===== src/tps_pkg.sv =====
`timescale 1ns / 1ps
// tps_pkg: shared constants, types and constant tables for the top-p token sampler
// depends on nothing; used by tps_weight and top_p_token_sampler

package tps_pkg;

   localparam int VOCAB_SIZE  = 131072;
   localparam int ADDR_W      = $clog2(VOCAB_SIZE);
   localparam int CNT_W       = ADDR_W + 1;
   localparam int WEIGHT_BITS = 24;
   localparam int WT_W        = WEIGHT_BITS + 1;
   localparam int SUM_W       = WT_W + ADDR_W;
   localparam int TOKEN_W     = 17;
   localparam int KEPT_W      = 18;
   localparam int CSR_IDX_W   = 2;
   localparam int CSR_DATA_W  = 17;

   // log2(e) in Q.24
   localparam logic [24:0] LOG2E_Q24 = 25'd24204406;

   // register indexes
   localparam logic [CSR_IDX_W-1:0] CSR_GREEDY_MODE = 2'd0;
   localparam logic [CSR_IDX_W-1:0] CSR_INV_TEMP    = 2'd1;
   localparam logic [CSR_IDX_W-1:0] CSR_NUCLEUS     = 2'd2;

   // one stored entry: logit plus its vocabulary index
   typedef struct packed {
      logic [31:0]       value;
      logic [ADDR_W-1:0] index;
   } entry_type;

   typedef logic [15:0][31:0] root_tab_type;

   // integer square root, evaluated at elaboration only
   function automatic logic [63:0] isqrt64(input logic [63:0] x_in);
      logic [63:0] x;
      logic [63:0] r;
      logic [63:0] bit_v;
      x     = x_in;
      r     = '0;
      bit_v = 64'd1 << 62;
      for (int s = 0; s < 32; s++) begin
         if (bit_v > x) bit_v = bit_v >> 2;
      end
      for (int s = 0; s < 32; s++) begin
         if (bit_v != 0) begin
            if (x >= r + bit_v) begin
               x = x - (r + bit_v);
               r = (r >> 1) + bit_v;
            end else begin
               r = r >> 1;
            end
            bit_v = bit_v >> 2;
         end
      end
      return r;
   endfunction

   // root j is 2^(-2^-(j+1)) in Q0.32
   function automatic root_tab_type build_roots();
      root_tab_type t;
      logic [63:0]  r;
      r    = isqrt64(64'd1 << 63);
      t[0] = r[31:0];
      for (int j = 1; j < 16; j++) begin
         r    = isqrt64({r[31:0], 32'd0});
         t[j] = r[31:0];
      end
      return t;
   endfunction

   localparam root_tab_type ROOTS = build_roots();

endpackage


===== src/tps_weight.sv =====
`timescale 1ns / 1ps
// tps_weight: iterative fixed-point exp((v - max) * inverse_temperature) unit
// depends on tps_pkg

module tps_weight (
   input  logic                      clock,
   input  logic                      reset,
   input  logic                      start,
   input  logic [31:0]               value,
   input  logic [31:0]               best_value,
   input  logic [15:0]               inverse_temperature,
   output logic                      done,
   output logic [tps_pkg::WT_W-1:0]  weight
);
   import tps_pkg::*;

   typedef enum logic [2:0] {W_IDLE, W_MT, W_MY, W_IT, W_FIN} wstate_type;

   wstate_type        state_ff;
   logic [31:0]       d_ff;
   logic [31:0]       t_ff;
   logic              zero_ff;
   logic [4:0]        n_ff;
   logic [15:0]       f_ff;
   logic [32:0]       acc_ff;
   logic [3:0]        j_ff;
   logic              done_ff;
   logic [WT_W-1:0]   weight_ff;

   logic [47:0] prod_t;
   logic [56:0] prod_y;
   logic [32:0] y_val;
   logic [64:0] prod_r;
   logic [5:0]  shamt;
   logic [32:0] shifted;

   // datapath products, one per stage
   always_comb begin
      prod_t  = {16'd0, d_ff} * {32'd0, inverse_temperature};
      prod_y  = {25'd0, t_ff} * {32'd0, LOG2E_Q24};
      y_val   = prod_y[56:24];
      prod_r  = {32'd0, acc_ff} * {33'd0, ROOTS[j_ff]};
      shamt   = 6'(32 - WEIGHT_BITS) + {1'b0, n_ff};
      shifted = acc_ff >> shamt;
   end

   // sequencer: difference, scale, log2 conversion, 16 root steps, shift
   always_ff @(posedge clock) begin
      if (reset) begin
         state_ff <= W_IDLE;
         done_ff  <= 1'b0;
      end else begin
         done_ff <= (state_ff == W_FIN);
         unique case (state_ff)
            W_IDLE: begin
               if (start) begin
                  d_ff     <= best_value - value;
                  state_ff <= W_MT;
               end
            end
            W_MT: begin
               t_ff     <= prod_t[39:8];
               zero_ff  <= |prod_t[47:40];
               state_ff <= W_MY;
            end
            W_MY: begin
               zero_ff  <= zero_ff | (y_val[32:16] >= 17'(WEIGHT_BITS));
               n_ff     <= y_val[20:16];
               f_ff     <= y_val[15:0];
               acc_ff   <= 33'h1_0000_0000;
               j_ff     <= '0;
               state_ff <= W_IT;
            end
            W_IT: begin
               if (f_ff[4'd15 - j_ff]) acc_ff <= prod_r[64:32];
               j_ff <= j_ff + 4'd1;
               if (j_ff == 4'd15) state_ff <= W_FIN;
            end
            W_FIN: begin
               weight_ff <= zero_ff ? '0 : shifted[WT_W-1:0];
               state_ff  <= W_IDLE;
            end
            default: state_ff <= W_IDLE;
         endcase
      end
   end

   assign done   = done_ff;
   assign weight = weight_ff;

endmodule


===== config.mk =====
export PLATFORM = sky130hd
export DESIGN_NAME = tps_weight
export DESIGN_NICKNAME = d
export VERILOG_FILES = /design/src/tps_pkg.sv /design/src/tps_weight.sv
export SDC_FILE = /design/constraint.sdc
export NUM_CORES = 2
export LEC_CHECK = 0
export BUFFER_PORTS_ARGS = -buffer_cell sky130_fd_sc_hd__buf_2
export CAP_MARGIN = 30
export CORE_UTILIZATION = 30
export CTS_CLUSTER_DIAMETER = 100
export DETAILED_ROUTE_END_ITERATION = 6
export SYNTH_ARGS = -nofsm -noshare
export SYNTH_HDL_FRONTEND = slang
export SYNTH_SLANG_ARGS = --single-unit

===== constraint.sdc =====
create_clock -name clock -period 8.8 [get_ports clock]
set_input_delay 0.88 -clock clock [delete_from_list [all_inputs] [get_ports clock]]
set_output_delay 0.88 -clock clock [all_outputs]
set_load 0.01 [all_outputs]

==> key figures <==
Timing
  • Worst slew margin: 0.330
  • Tmin final: 8.52 ns
  • RSZ-0062 raised after global routing: false
  • Final period util: 0.968
  • Final Max Tran Viols: 0
  • Worst Skew: 0.0238 ns
  • Max Clock Freq: 0.117 GHz
  • Final setup violation count: 0
  • Final hold vios: 0
  • Fin worst setup slack: 0.282 ns
  • Worst Max-Slew Pin Slew: 1.00 ns
  • TNS Setup: 0 ns

Setup path
  • CP max stage cell: edfxtp_1
  • Max incr delay on CP: 0.70 ns
  • Worst EP arrival: 8.83 ns
  • Crit path max-delay family: adder cells
  • Cells on worst reg2reg path: 29
  • Worst path bufs/invs: 9
  • Critical Setup Path Class: reg2reg
  • Req. time, crit path: 9.11 ns
  • Worst reg2reg startpoint: acc_ff[23]$_SDFFCE_PN0P_
  • Terminus of the critical flop-to-flop path: acc_ff[25]$_SDFFCE_PN0P_
  • Crit path capture type: flip-flop
  • Worst Path Max Fanout: 11
  • Worst setup SP type: flip-flop
  • Setup slack, reg-to-reg: 0.28 ns
  • Most used cell, CP: fa_1

Cells and area
  • # fillers: 24000
  • Final core occ: 0.325
  • Layout cells sized above 1: 0.0459
  • Layout Cells excl Fill: 10800
  • Final net count: 10100
  • P&R area growth vs syn: 7.43%
  • Ant diodes: 0

Placed design
  • Port bufs: 108
  • Routability cong.: 0.922
  • Post-Place Cells: 10700
  • Pre-CTS WS: 0.154 ns
  • Dpl hpwl: 160000 um

Hold path
  • Hold path depth: 2
  • WHS Endpoint: state_ff[1]$_SDFFE_PP0P_
  • Hold_sp: reset
  • Hold Path Class: in2reg

Clocking
  • H-tree depth: 4
  • Clock insertion delay at the later pin of the skew report: 0.56 ns
  • CTS tree: yes
  • Clk buf depth: 2
  • CTS Hold Bufs: 0
  • Root Driver: clkbuf_16
  • Num CTS Buffers: 17
  • Sink Count: 183
  • Clk slew on worst S/H paths: 0.10 ns

Detailed routing
  • Top sig layer: met5
  • Vias/cell: 4.65
  • Metal2 WL: 93100 um
  • Detailed Route Iter0 Violations: 2993
  • DRC: 0
  • DR WL/cell: 17.7 um
  • DR WL met3: 11100 um
  • Total Wirelength: 190000 um
  • Via count: 50100
  • Routed met1 length: 81000 um
  • Drt first pass iters: 5
  • Detail Route Antenna Nets: 0

Die
  • Die height: 487 um
  • Initial core utilization: 0.303
  • I/O pin total: 109
  • Core Region: 0.233 mm2
  • Die Span X: 487 um
  • Die area: 0.237 mm2
  • Num rows: 177

Yosys
  • Main synth FF type: edfxtp_1
  • Syn Nets: 10100
  • Syn Area/Cell: 9.22 um2
  • Synth Cell Area: 0.0706 mm2
  • Post-Synthesis Cells: 7652
  • Syn. warnings: 0
  • Async SR Flop Fraction: 0
  • Cell variety after synth: 66
  • Sequential fraction of the synthesis area: 0.0729
  • EDFF count, synth: 148
  • Number of synthesized register bits: 183

Global route
  • Final global-route overflow total: 0
  • Initial antenna violation count: 6
  • Vias in the first global route: 56000
  • Largest net degree at the start of global routing: 39
  • GRT Overall Usage: 0.164
  • Wire length of the first global-routing pass: 306000 um

Job
  • Max Cap Viol: 0

Status
  • Status: complete, no violations
cells in the mapped netlist (all sizes together) (17+ instances only):
library cell	count	area, um2
o21bai	17	128
xnor2	92	806
o21ai	93	465
a31oi	25	163
clkbuf	319	1200
dfxtp	35	701
a21o	96	721
nor2b	34	213
fa	1647	33000
mux4	22	495
xor2	44	385
inv	2023	7590
and2	448	2800
nand3	25	125
ha	723	9050
nand2b	22	138
nand2	1210	4540
a211oi	34	255
mux2i	21	210
edfxtp	148	4440
o21a	29	218
a21oi	159	796
nor2	170	638
and3	19	119
nand4	27	169
nor3	33	165
cells in the final DEF, fill, tap and decap left out, types with 32 or more instances in the layout:
master,netlist,routed
a211oi_1,34,34
a21o_1,96,96
a21oi_1,159,159
and2_1,448,448
buf_2,0,108
buf_4,0,158
edfxtp_1,148,148
fa_1,1647,1647
ha_1,723,723
inv_1,2023,2023
nand2_1,1210,1210
nor2_1,170,170
nor2b_1,34,34
nor3_1,33,32
o21ai_0,79,79
xnor2_1,92,92
xor2_1,44,44
cell families (layout without fill, tap and decap cells):
group,after synthesis,after routing,share of synthesized area
fa+ha+maj,2370,2370,0.595
mux,46,46,0.0105
xor+xnor,136,136,0.0169
simple gates,2026,2026,0.130
compound gates,539,539,0.0491
flops,183,183,0.0729
buf+inv,2352,2331,0.125
layout make-up:
type / instances / area, um2 / area share
inverter: 2025 / 7600 / 0.100
clock inverter: 15 / 201 / 0.00266
clock buffer: 17 / 425 / 0.00561
tap: 3132 / 3920 / 0.0517
sequential: 183 / 5150 / 0.0679
multi-input combinational: 5117 / 56600 / 0.747
timing repair buffer: 274 / 1890 / 0.0249
what timing repair did:
item,CTS,global route
endpoints found under the setup margin,0,7
setup buffers,0,3
resized for setup,0,7
per-stage QoR:
step / instance area (um2) / hold slack, ns
2_1_floorplan: 70600 / 0.620
6_report: 75800 / 0.642
3_5_place_dp: 75200 / 0.633
4_1_cts: 75800 / 0.602
3_3_place_gp: 75100 / 0.622
5_1_grt: 75800 / 0.641
worst max-delay path by stage:
| stage | start | endpoint | slack (ns) | cells after the start |
|---|---|---|---|---|
| 6_report | acc_ff[23]$_SDFFCE_PN0P_ | acc_ff[25]$_SDFFCE_PN0P_ | 0.28 | 29 |
| 3_5_place_dp | flip-flop | acc_ff[25]$_SDFFCE_PN0P_ | 0.15 | 29 |
| 2_1_floorplan | acc_ff[26]$_SDFFCE_PN0P_ | acc_ff[25]$_SDFFCE_PN0P_ | 0.89 | 30 |
| 4_1_cts | acc_ff[23]$_SDFFCE_PN0P_ | acc_ff[25]$_SDFFCE_PN0P_ | 0.14 | 28 |
| 5_1_grt | flip-flop | acc_ff[25]$_SDFFCE_PN0P_ | 0.0003 | 29 |
| 3_3_place_gp | flip-flop | acc_ff[25]$_SDFFCE_PN0P_ | 0.21 | 29 |
layer usage:
layer,up-vias,track usage
met1,25900,0.213
li1,22500,-
met5,-,0
met3,284,0.0237
met2,1445,0.285
met4,8,0.0443
Power is not shown: default switching activity piles up to over one toggle a cycle in this logic, so the estimate is an artifact.
